**src/rtl/core/cell_grid_dirty_span_finder_core_assert.svh**
```systemverilog
// Assertion macros used by the span finder top level.
`ifndef CELL_GRID_DIRTY_SPAN_FINDER_CORE_ASSERT_SVH
`define CELL_GRID_DIRTY_SPAN_FINDER_CORE_ASSERT_SVH

// Same-cycle implication, checked outside reset.
`define CGDS_ASSERT_IMPL(label, clk, rst_n, ante, cons, msg) \
  label: assert property (@(posedge clk) disable iff (!rst_n) (ante) |-> (cons)) \
    else $error(msg);

// Next-cycle implication, checked outside reset.
`define CGDS_ASSERT_NEXT(label, clk, rst_n, ante, cons, msg) \
  label: assert property (@(posedge clk) disable iff (!rst_n) (ante) |=> (cons)) \
    else $error(msg);

`endif

```
**src/rtl/core/cgds_pkg.sv**
```systemverilog
// Types, constants and register codes of the dirty span finder.
package cgds_pkg;

  localparam int MAX_COLUMNS_DEF = 1024;
  localparam int MAX_ROWS_DEF    = 1024;

  localparam int CFG_IDX_W  = 2;
  localparam int CFG_DATA_W = 16;

  localparam logic [CFG_IDX_W-1:0] CFG_ROW_STRIDE    = 2'd0;
  localparam logic [CFG_IDX_W-1:0] CFG_VISIBLE_WIDTH = 2'd1;
  localparam logic [CFG_IDX_W-1:0] CFG_SPAN_CAP      = 2'd2;

  localparam logic [10:0] ROW_STRIDE_RST    = 11'd80;
  localparam logic [10:0] VISIBLE_WIDTH_RST = 11'd0;
  localparam logic [15:0] SPAN_CAP_RST      = 16'd1024;

  localparam int OUT_COL_W = 10;
  localparam int OUT_ROW_W = 10;
  localparam int OUT_LEN_W = 11;
  localparam int TOTAL_W   = 16;

  localparam logic RESULT_SPAN    = 1'b0;
  localparam logic RESULT_SUMMARY = 1'b1;

  typedef struct packed {
    logic [31:0] new_code_point;
    logic [31:0] new_foreground;
    logic [31:0] new_background;
    logic [15:0] new_attributes;
    logic [7:0]  new_cell_width;
    logic [31:0] old_code_point;
    logic [31:0] old_foreground;
    logic [31:0] old_background;
    logic [15:0] old_attributes;
    logic [7:0]  old_cell_width;
    logic        final_cell;
  } cell_pair_t;

  typedef struct packed {
    logic                 result_kind;
    logic [OUT_COL_W-1:0] span_column;
    logic [OUT_ROW_W-1:0] span_row;
    logic [OUT_LEN_W-1:0] span_length;
    logic [TOTAL_W-1:0]   spans_emitted;
    logic                 overflowed;
    logic                 last_of_run;
  } span_result_t;

  typedef struct packed {
    logic [10:0] row_stride;
    logic [10:0] visible_width;
    logic [15:0] span_cap;
  } cfg_t;

  // compare stage toward run tracker and result buffer
  typedef struct packed {
    logic adv;
    logic diff;
    logic final_cell;
  } cmp_t;

  typedef struct packed {
    span_result_t [2:0] slot;
    logic [1:0]         count;
  } res_bundle_t;

endpackage

```
**src/rtl/core/cgds_if.sv**
```systemverilog
// Valid/ready channel interfaces for cell pairs and span results.
interface cgds_cell_if;
  import cgds_pkg::*;
  logic       valid;
  logic       ready;
  cell_pair_t data;
  modport source (output valid, output data, input ready);
  modport sink (input valid, input data, output ready);
endinterface

interface cgds_span_if;
  import cgds_pkg::*;
  logic         valid;
  logic         ready;
  span_result_t data;
  modport source (output valid, output data, input ready);
  modport sink (input valid, input data, output ready);
endinterface

```
**src/rtl/core/cgds_cmp.sv**
```systemverilog
// Input register: cell compare result and final flag.
module cgds_cmp (
  input  logic                clk_i,
  input  logic                rst_ni,
  cgds_cell_if.sink           cell_i,
  input  logic                room_i,
  output cgds_pkg::cmp_t      cmp_o
);
  import cgds_pkg::*;

  logic vld_q, vld_d;
  logic diff_q, diff_d;
  logic fin_q, fin_d;
  logic take;
  logic diff_in;

  assign diff_in = (cell_i.data.new_code_point != cell_i.data.old_code_point)
                || (cell_i.data.new_foreground != cell_i.data.old_foreground)
                || (cell_i.data.new_background != cell_i.data.old_background)
                || (cell_i.data.new_attributes != cell_i.data.old_attributes)
                || (cell_i.data.new_cell_width != cell_i.data.old_cell_width);

  assign cell_i.ready = !vld_q || room_i;
  assign take         = cell_i.valid && cell_i.ready;

  always_comb begin
    vld_d  = vld_q;
    diff_d = diff_q;
    fin_d  = fin_q;
    if (take) begin
      vld_d  = 1'b1;
      diff_d = diff_in;
      fin_d  = cell_i.data.final_cell;
    end else if (vld_q && room_i) begin
      vld_d = 1'b0;
    end
  end

  always_ff @(posedge clk_i or negedge rst_ni) begin
    if (!rst_ni) begin
      vld_q <= 1'b0;
    end else begin
      vld_q <= vld_d;
    end
  end

  always_ff @(posedge clk_i) begin
    diff_q <= diff_d;
    fin_q  <= fin_d;
  end

  assign cmp_o.adv        = vld_q && room_i;
  assign cmp_o.diff       = diff_q;
  assign cmp_o.final_cell = fin_q;

endmodule

```
**src/rtl/core/cgds_run.sv**
```systemverilog
// Run tracker: position counters, open run, span count and result list.
module cgds_run #(
  parameter int MAX_COLUMNS = cgds_pkg::MAX_COLUMNS_DEF,
  parameter int MAX_ROWS    = cgds_pkg::MAX_ROWS_DEF
) (
  input  logic                 clk_i,
  input  logic                 rst_ni,
  input  cgds_pkg::cmp_t       cmp_i,
  input  cgds_pkg::cfg_t       cfg_i,
  output cgds_pkg::res_bundle_t bundle_o
);
  import cgds_pkg::*;

  localparam int COL_W = $clog2(MAX_COLUMNS);
  localparam int ROW_W = (MAX_ROWS > 1) ? $clog2(MAX_ROWS) : 1;
  localparam int LEN_W = $clog2(MAX_COLUMNS + 1);
  localparam int SW    = ((COL_W > 11) ? COL_W : 11) + 1;
  localparam int CW    = ((COL_W > LEN_W) ? COL_W : LEN_W) + 1;
  localparam logic [SW-1:0]    MAXC     = SW'(MAX_COLUMNS);
  localparam logic [ROW_W-1:0] ROW_LAST = ROW_W'(MAX_ROWS - 1);

  logic [COL_W-1:0]   col_q, col_d;
  logic [ROW_W-1:0]   row_q, row_d;
  logic               open_q, open_d;
  logic [COL_W-1:0]   rstart_q, rstart_d;
  logic [ROW_W-1:0]   rrow_q, rrow_d;
  logic [LEN_W-1:0]   rlen_q, rlen_d;
  logic [TOTAL_W-1:0] tot_q, tot_d;
  logic               ovf_q, ovf_d;

  logic [SW-1:0]      stride, width, x_w;
  logic               hit, cont, close1, emit1, close2, emit2;
  logic               open1;
  logic [COL_W-1:0]   start1;
  logic [ROW_W-1:0]   row1;
  logic [LEN_W-1:0]   len1;
  logic [TOTAL_W-1:0] tot1, tot2;
  logic               ovf1, ovf2;
  logic [COL_W-1:0]   col_nx;
  logic [ROW_W-1:0]   row_nx;
  span_result_t       res_a, res_b, res_s;
  logic [1:0]         n;

  always_comb begin
    if (cfg_i.row_stride == 11'd0) begin
      stride = SW'(1);
    end else if (SW'(cfg_i.row_stride) > MAXC) begin
      stride = MAXC;
    end else begin
      stride = SW'(cfg_i.row_stride);
    end
    width = (cfg_i.visible_width == 11'd0) ? stride : SW'(cfg_i.visible_width);
  end

  assign x_w  = SW'(col_q);
  assign hit  = (x_w < width) && cmp_i.diff;
  assign cont = (row_q == rrow_q) && ((CW'(rstart_q) + CW'(rlen_q)) == CW'(col_q));

  // First part: extend, open, or close the run for this cell
  always_comb begin
    close1 = open_q && (!hit || !cont);
    open1  = hit;
    start1 = rstart_q;
    row1   = rrow_q;
    len1   = rlen_q;
    if (hit) begin
      if (open_q && cont) begin
        len1 = rlen_q + LEN_W'(1);
      end else begin
        start1 = col_q;
        row1   = row_q;
        len1   = LEN_W'(1);
      end
    end else begin
      len1 = '0;
    end
    emit1 = close1 && (tot_q < cfg_i.span_cap);
    tot1  = tot_q + TOTAL_W'(emit1);
    ovf1  = ovf_q || (close1 && !emit1);
    // end-of-frame flush
    close2 = cmp_i.final_cell && open1;
    emit2  = close2 && (tot1 < cfg_i.span_cap);
    tot2   = tot1 + TOTAL_W'(emit2);
    ovf2   = ovf1 || (close2 && !emit2);
  end

  always_comb begin
    if ((x_w + SW'(1)) >= stride) begin
      col_nx = '0;
      row_nx = (row_q == ROW_LAST) ? '0 : row_q + ROW_W'(1);
    end else begin
      col_nx = col_q + COL_W'(1);
      row_nx = row_q;
    end
  end

  always_comb begin
    res_a               = '0;
    res_a.result_kind   = RESULT_SPAN;
    res_a.span_column   = OUT_COL_W'(rstart_q);
    res_a.span_row      = OUT_ROW_W'(rrow_q);
    res_a.span_length   = OUT_LEN_W'(rlen_q);
    res_b               = '0;
    res_b.result_kind   = RESULT_SPAN;
    res_b.span_column   = OUT_COL_W'(start1);
    res_b.span_row      = OUT_ROW_W'(row1);
    res_b.span_length   = OUT_LEN_W'(len1);
    res_s               = '0;
    res_s.result_kind   = RESULT_SUMMARY;
    res_s.spans_emitted = tot2;
    res_s.overflowed    = ovf2;

    bundle_o = '0;
    n        = 2'd0;
    if (emit1) begin
      bundle_o.slot[n] = res_a;
      n                = n + 2'd1;
    end
    if (emit2) begin
      bundle_o.slot[n] = res_b;
      n                = n + 2'd1;
    end
    if (cmp_i.final_cell) begin
      bundle_o.slot[n] = res_s;
      n                = n + 2'd1;
    end
    if (n != 2'd0) begin
      bundle_o.slot[n - 2'd1].last_of_run = 1'b1;
    end
    bundle_o.count = n;
  end

  always_comb begin
    col_d    = col_q;
    row_d    = row_q;
    open_d   = open_q;
    rstart_d = rstart_q;
    rrow_d   = rrow_q;
    rlen_d   = rlen_q;
    tot_d    = tot_q;
    ovf_d    = ovf_q;
    if (cmp_i.adv) begin
      if (cmp_i.final_cell) begin
        col_d    = '0;
        row_d    = '0;
        open_d   = 1'b0;
        rstart_d = '0;
        rrow_d   = '0;
        rlen_d   = '0;
        tot_d    = '0;
        ovf_d    = 1'b0;
      end else begin
        col_d    = col_nx;
        row_d    = row_nx;
        open_d   = open1;
        rstart_d = start1;
        rrow_d   = row1;
        rlen_d   = len1;
        tot_d    = tot1;
        ovf_d    = ovf1;
      end
    end
  end

  always_ff @(posedge clk_i or negedge rst_ni) begin
    if (!rst_ni) begin
      col_q    <= '0;
      row_q    <= '0;
      open_q   <= 1'b0;
      rstart_q <= '0;
      rrow_q   <= '0;
      rlen_q   <= '0;
      tot_q    <= '0;
      ovf_q    <= 1'b0;
    end else begin
      col_q    <= col_d;
      row_q    <= row_d;
      open_q   <= open_d;
      rstart_q <= rstart_d;
      rrow_q   <= rrow_d;
      rlen_q   <= rlen_d;
      tot_q    <= tot_d;
      ovf_q    <= ovf_d;
    end
  end

endmodule

```
**src/rtl/core/cgds_obuf.sv**
```systemverilog
// Result buffer: up to three results of one item, drained in order.
module cgds_obuf (
  input  logic                  clk_i,
  input  logic                  rst_ni,
  input  cgds_pkg::res_bundle_t bundle_i,
  input  logic                  load_i,
  output logic                  room_o,
  cgds_span_if.source           span_o
);
  import cgds_pkg::*;

  logic [1:0]         n_q, n_d;
  span_result_t [2:0] slot_q, slot_d;
  logic               pop;

  assign pop    = span_o.valid && span_o.ready;
  assign room_o = (n_q == 2'd0) || ((n_q == 2'd1) && pop);

  always_comb begin
    n_d    = n_q;
    slot_d = slot_q;
    if (load_i) begin
      n_d    = bundle_i.count;
      slot_d = bundle_i.slot;
    end else if (pop) begin
      n_d       = n_q - 2'd1;
      slot_d[0] = slot_q[1];
      slot_d[1] = slot_q[2];
    end
  end

  always_ff @(posedge clk_i or negedge rst_ni) begin
    if (!rst_ni) begin
      n_q <= 2'd0;
    end else begin
      n_q <= n_d;
    end
  end

  always_ff @(posedge clk_i) begin
    slot_q <= slot_d;
  end

  assign span_o.valid = (n_q != 2'd0);
  assign span_o.data  = slot_q[0];

endmodule

```
**src/rtl/core/cell_grid_dirty_span_finder_core.sv**
```systemverilog
// Top level of the character-cell dirty span finder.
//
//   channel   dir  handshake      payload
//   cell_i    in   valid/ready    cell_pair_t (new and old cell, final flag)
//   span_o    out  valid/ready    span_result_t (span or frame summary)
//   cfg_*     in   write enable   register index and data, no read-back
//
// One cell per cycle while the result buffer has room: compare register, then
// run update into the result buffer. A cell causes 0 to 3 results; the output
// drains one per ready cycle, and an item with more than one result holds the input.
// Reset is asynchronous and clears counters, run state and buffer fill.
// The input stalls only when the buffer cannot take the next item's results.
module cell_grid_dirty_span_finder_core #(
  parameter int MAX_COLUMNS = cgds_pkg::MAX_COLUMNS_DEF,
  parameter int MAX_ROWS    = cgds_pkg::MAX_ROWS_DEF
) (
  input  logic                              clk_i,
  input  logic                              rst_ni,
  cgds_cell_if.sink                         cell_i,
  cgds_span_if.source                       span_o,
  input  logic                              cfg_we_i,
  input  logic [cgds_pkg::CFG_IDX_W-1:0]    cfg_idx_i,
  input  logic [cgds_pkg::CFG_DATA_W-1:0]   cfg_wdata_i
);
  import cgds_pkg::*;

  `include "cell_grid_dirty_span_finder_core_assert.svh"

  cfg_t        cfg_q, cfg_d;
  cmp_t        cmp;
  res_bundle_t bundle;
  logic        room;

  // Config registers: the user must write them only while idle; the block does not enforce it
  always_comb begin
    cfg_d = cfg_q;
    if (cfg_we_i) begin
      case (cfg_idx_i)
        CFG_ROW_STRIDE:    cfg_d.row_stride    = cfg_wdata_i[10:0];
        CFG_VISIBLE_WIDTH: cfg_d.visible_width = cfg_wdata_i[10:0];
        CFG_SPAN_CAP:      cfg_d.span_cap      = cfg_wdata_i[15:0];
        default: ;
      endcase
    end
  end

  always_ff @(posedge clk_i or negedge rst_ni) begin
    if (!rst_ni) begin
      cfg_q.row_stride    <= ROW_STRIDE_RST;
      cfg_q.visible_width <= VISIBLE_WIDTH_RST;
      cfg_q.span_cap      <= SPAN_CAP_RST;
    end else begin
      cfg_q <= cfg_d;
    end
  end

  // Stage 1: cell compare into input register
  cgds_cmp u_cmp (
    .clk_i  (clk_i),
    .rst_ni (rst_ni),
    .cell_i (cell_i),
    .room_i (room),
    .cmp_o  (cmp)
  );

  // Stage 2: run tracking and result list
  cgds_run #(
    .MAX_COLUMNS (MAX_COLUMNS),
    .MAX_ROWS    (MAX_ROWS)
  ) u_run (
    .clk_i    (clk_i),
    .rst_ni   (rst_ni),
    .cmp_i    (cmp),
    .cfg_i    (cfg_q),
    .bundle_o (bundle)
  );

  // Result buffer in front of the output
  cgds_obuf u_obuf (
    .clk_i    (clk_i),
    .rst_ni   (rst_ni),
    .bundle_i (bundle),
    .load_i   (cmp.adv),
    .room_o   (room),
    .span_o   (span_o)
  );

  `CGDS_ASSERT_IMPL(a_final_gives_result, clk_i, rst_ni, cmp.adv && cmp.final_cell, bundle.count != 2'd0, "final cell produced no summary")
  `CGDS_ASSERT_IMPL(a_summary_is_last, clk_i, rst_ni, span_o.valid && (span_o.data.result_kind == RESULT_SUMMARY), span_o.data.last_of_run, "summary not marked last")
  `CGDS_ASSERT_IMPL(a_span_nonempty, clk_i, rst_ni, span_o.valid && (span_o.data.result_kind == RESULT_SPAN), span_o.data.span_length != '0, "empty span emitted")
  `CGDS_ASSERT_NEXT(a_load_shows_result, clk_i, rst_ni, cmp.adv && (bundle.count != 2'd0), span_o.valid, "loaded result not presented")

endmodule

```
**src/flat_wrapper.sv**
```systemverilog
// flat-port wrapper written by rule: the top's interface ports become plain ports
module cell_grid_dirty_span_finder_core_flat import cgds_pkg::*;
#(
  parameter int MAX_COLUMNS = cgds_pkg::MAX_COLUMNS_DEF,
  parameter int MAX_ROWS    = cgds_pkg::MAX_ROWS_DEF
)
  (clk_i, rst_ni, cfg_we_i, cfg_idx_i, cfg_wdata_i, cell_i_valid, cell_i_data, cell_i_ready, span_o_valid, span_o_data, span_o_ready);
  cgds_cell_if cell_i_i ();
  cgds_span_if span_o_i ();
  input  logic clk_i;
  input  logic rst_ni;
  input  logic cfg_we_i;
  input  logic [cgds_pkg::CFG_IDX_W-1:0] cfg_idx_i;
  input  logic [cgds_pkg::CFG_DATA_W-1:0] cfg_wdata_i;
  input wire logic [$bits(cell_i_i.valid)-1:0] cell_i_valid;
  input wire logic [$bits(cell_i_i.data)-1:0] cell_i_data;
  output wire logic [$bits(cell_i_i.ready)-1:0] cell_i_ready;
  output wire logic [$bits(span_o_i.valid)-1:0] span_o_valid;
  output wire logic [$bits(span_o_i.data)-1:0] span_o_data;
  input wire logic [$bits(span_o_i.ready)-1:0] span_o_ready;
  assign cell_i_i.valid = cell_i_valid;
  assign cell_i_i.data = cell_i_data;
  assign cell_i_ready = cell_i_i.ready;
  assign span_o_valid = span_o_i.valid;
  assign span_o_data = span_o_i.data;
  assign span_o_i.ready = span_o_ready;
  cell_grid_dirty_span_finder_core #(.MAX_COLUMNS(MAX_COLUMNS), .MAX_ROWS(MAX_ROWS)) u_core (.clk_i(clk_i), .rst_ni(rst_ni), .cell_i(cell_i_i), .span_o(span_o_i), .cfg_we_i(cfg_we_i), .cfg_idx_i(cfg_idx_i), .cfg_wdata_i(cfg_wdata_i));
endmodule
```
**config.mk**
```make
export PLATFORM = sky130hd
export DESIGN_NAME = cell_grid_dirty_span_finder_core_flat
export DESIGN_NICKNAME = d
export VERILOG_FILES = /design/src/rtl/core/cgds_pkg.sv /design/src/rtl/core/cgds_if.sv /design/src/rtl/core/cgds_cmp.sv /design/src/rtl/core/cgds_run.sv /design/src/rtl/core/cgds_obuf.sv /design/src/rtl/core/cell_grid_dirty_span_finder_core.sv /design/src/flat_wrapper.sv
export VERILOG_INCLUDE_DIRS = /design/src /design/src/rtl/core
export SDC_FILE = /design/constraint.sdc
export NUM_CORES = 1
export LEC_CHECK = 0
export ABC_AREA = 1
export BUFFER_PORTS_ARGS = -buffer_cell sky130_fd_sc_hd__buf_2
export CAP_MARGIN = 15
export CORE_AREA = 2 2 162 164
export CTS_CLUSTER_SIZE = 25
export DETAILED_ROUTE_END_ITERATION = 16
export DIE_AREA = 0 0 164 166
export GPL_ROUTABILITY_DRIVEN = 0
export MAX_ROUTING_LAYER = met4
export PLACE_DENSITY = 0.83
export SKIP_LAST_GASP = 1
export SLEW_MARGIN = 0
export SYNTH_ARGS = -nofsm -noshare
export SYNTH_HDL_FRONTEND = slang
export SYNTH_SLANG_ARGS = --single-unit
```
**constraint.sdc**
```tcl
create_clock -name clk_i -period 13.8 [get_ports clk_i]
set_clock_uncertainty 0.2 [all_clocks]
set_input_delay 0.69 -clock clk_i [delete_from_list [all_inputs] [get_ports clk_i]]
set_output_delay 0.69 -clock clk_i [all_outputs]
set_load 0.005 [all_outputs]
```
==> results.md <==
* Area of placed instances at 16500 sq um
* Final Core Density at 67.6%
* Worst Path Max Fanout at 42
* Final setup TNS at 0 ps
* Post-route ant nets at 0
* Detailed Routing Iterations Pass 1 at 8
* Die area at 27200 sq um
* Fin area at 17300 sq um
* Layout cells sized above 1 at 19.6%
* Post-synth EDFFs at 121
* Distinct cells, synth at 62
* VDD IR max at 0.123 mV
* Final Setup Violations at 0
* Avg Vias per Cell at 5.58
* Clock net sink count at 231
* Die H at 166 um
* Seq/Total Area, Yosys at 42.5%
* GRT overflow at 0
* Place WS at 5130 ps
* CTS tree: yes
* Avg WL per Cell at 17.3 um
* Clk Tree Root Cell: clkbuf_16
* Starting Density at 58.7%
* Final worst slack at 4950 ps
* Nets@finish at 2454
* Period utilization at 64.1%
* Clk buf depth at 3
* Post-Synthesis Cells at 1863
* Initial antenna violation count at 9
* Routed WL at 42900 um
* Pwr Total at 3.33 mW
* Status: finished with violations
* CP max-delay cell: nor3_4
* Largest net degree at the start of global routing at 81
* Synth Flop Type: edfxtp_1
* Clock transition at the registers of the reported paths at 60 ps
* Number of global-route vias before repair at 13100
* Average size of a mapped cell at 8.08 sq um
* Max-cap violations at 0
* CTS HTree Levels at 1
* CTS Buf Count at 23
* FFs w/ async S/R, synth at 47.6%
* PostCTS Resize Cnt at 0
* Mapped Area at 15000 sq um
* Critical R2R Launch: u_core.cfg_q[30]
* Final hold violation count at 1
* Die X at 164 um
* RSZ-0062 raised after global routing: no
* Clk_lat worst skew at 520 ps
* Drc violations at 0
* Crit-path most repeated cell: nand2_1
* Post-CTS setup buffers at 0
* GR Util All Layers at 32.2%
* First-pass GRT wire length at 67200 um
* Worst-margin pin slew at 1130 ps
* R2R setup slack at 4950 ps
* Max Clk Rate at 113 MHz
* CTS Hold Buffers Added at 0
* WP data arrival at 8880 ps
* Flops & latches, synth at 231
* Worst stage delay on the critical path at 870 ps
* Failing checks: hold timing
* Detailed Place HPWL at 33500 um
* Max-slew violation count at 0
* Hold crit path type: in2async
* Leak pwr at 8.52 nW
* Top Ports at 316
* Iter 0 DRT Violations at 1335
* Yosys top cell by area: edfxtp_1
* Fin Hold WS at -3.78 ps
* Vias at 13800
* Relative slew slack at 24.7%
* Area grow syn2layout at 15.1%
* Area share of the largest cell type after synthesis at 24.1%
* Post-layout minimum cycle time at 8850 ps
* PortBufs at 315
* YS warnings at 0
* Core box area at 25600 sq um
* Leading post-synthesis cells by cell area: edfxtp_1 (24%), dfrtp_1 (18%), nand2_1 (12%)
* Crit. Startpoint: u_core.cfg_q[30]
* # rows at 59
* CP endpoint kind: flop
* Worst EP required at 13830 ps
* PwrDens at 192 nW/um^2
* Startpoint types: flop
* Critical path class: reg2reg
==> placed cells by master, fill, tap and decap left out, types with 7 or more instances in the layout <==
cell type	count
nand2_1	486
buf_2	314
inv_1	227
o21ai_0	135
nor2_1	127
edfxtp_1	121
dfrtp_1	107
nand3_1	94
xnor2_1	88
ha_1	71
nand4_1	44
xor2_1	41
a21oi_1	39
o22ai_1	35
clkbuf_16	23
nor3_1	18
or2_2	17
o21ai_1	17
nor4_1	12
diode_2	10
conb_1	10
o21ai_2	9
a31oi_1	8
buf_4	7
==> path summary, 6_finish.rpt <==
path / endpoint / cells after the start
setup reg to reg: u_core.u_obuf.span_o.data[14] / 41
hold reg to reg: u_core.cfg_q[7] / 2
setup / recovery: u_core.u_obuf.span_o.data[14] / 41
hold / removal: u_core.cfg_q[12] / 1
max in group asynchronous: u_core.u_run.rrow_q[8] / 2
min in group clk_i: u_core.u_cmp.fin_q / 1
==> synthesized netlist by cell type, types with 3 or more instances <==
cell type	number
ha_1	71
o211ai_1	5
clkbuf_1	33
clkinv_1	3
o21ai_1	17
o21ai_0	135
nor4_1	12
inv_1	227
nor3_2	3
a21oi_1	40
nor3_1	18
o21ai_2	9
nand3_1	94
a31oi_1	8
edfxtp_1	121
nor2_2	4
dfstp_2	3
buf_2	12
xnor2_1	88
nand4_1	44
buf_4	52
dfrtp_1	107
nor2_1	128
buf_6	3
xor2_1	41
o22ai_1	35
nand3_2	3
nand2_1	487
or2_2	17
==> sequential cells by signal, summed over array words and instances (netlist names), 2 cells and up <==
register	cells
u_core.u_obuf.span_o.data	50
u_core.u_run.col_q	10
u_core.u_run.row_q	10
u_core.u_obuf.n_q	2
u_core.u_run.rstart_q	10
u_core.u_run.rlen_q	11
u_core.u_run.rrow_q	10
u_core.u_obuf.slot_q	69
u_core.cfg_q	38
u_core.u_run.tot_q	16
==> stage by stage <==
step           instances  hold slack (ps)
2_1_floorplan       1872              194
3_3_place_gp        2428              269
3_5_place_dp        2428              274
4_1_cts             2469             9.54
5_1_grt             2477             35.5
6_report            2479            -3.78
==> worst max-delay path: cells and delay by family (launching register included) <==
kind / cells / cell delay, ps
simple gates: 26 / 4550
buf+inv: 3 / 640
xor+xnor: 1 / 210
flops: 1 / 420
fa+ha+maj: 6 / 1590
compound gates: 5 / 940
==> routing by layer <==
metal	track usage [%]	vias up	part of all wire, %
met2	52.9	717	48
met5	-	-	0
met4	12.2	0	4.2
met3	4.50	116	8.4
li1	-	6608	-
met1	40.4	6382	39
==> power breakdown <==
part	switching (mW)	total (mW)	internal (mW)	leakage, nW
registers	0.157	1.22	1.06	2.64
clock network	0.267	0.633	0.367	0.363
logic	0.985	1.47	0.486	5.51
==> layout make-up <==
class	instances	area (sq um)
Antenna cell	10	25.0
Clock buffer	30	642
Clock inverter	11	121
Fill cell	2039	8290
Inverter	234	883
Multi-Input combinational cell	1307	7220
Sequential cell	231	6390
Tap cell	335	419
Timing Repair Buffer	321	1620
==> cells by family after synthesis <==
logic type / Yosys count / synth area share, %
xor gates and xnor gates: 129 / 7.51
and+or+nand+nor: 832 / 24.2
buffers and inverters: 334 / 9.91
AOI/OAI and AO/OA: 264 / 9.81
adders and majority gates: 72 / 6.04
DFF: 231 / 42.5
other: 1 / 0.0249
Power figures use the tool's default switching activity.
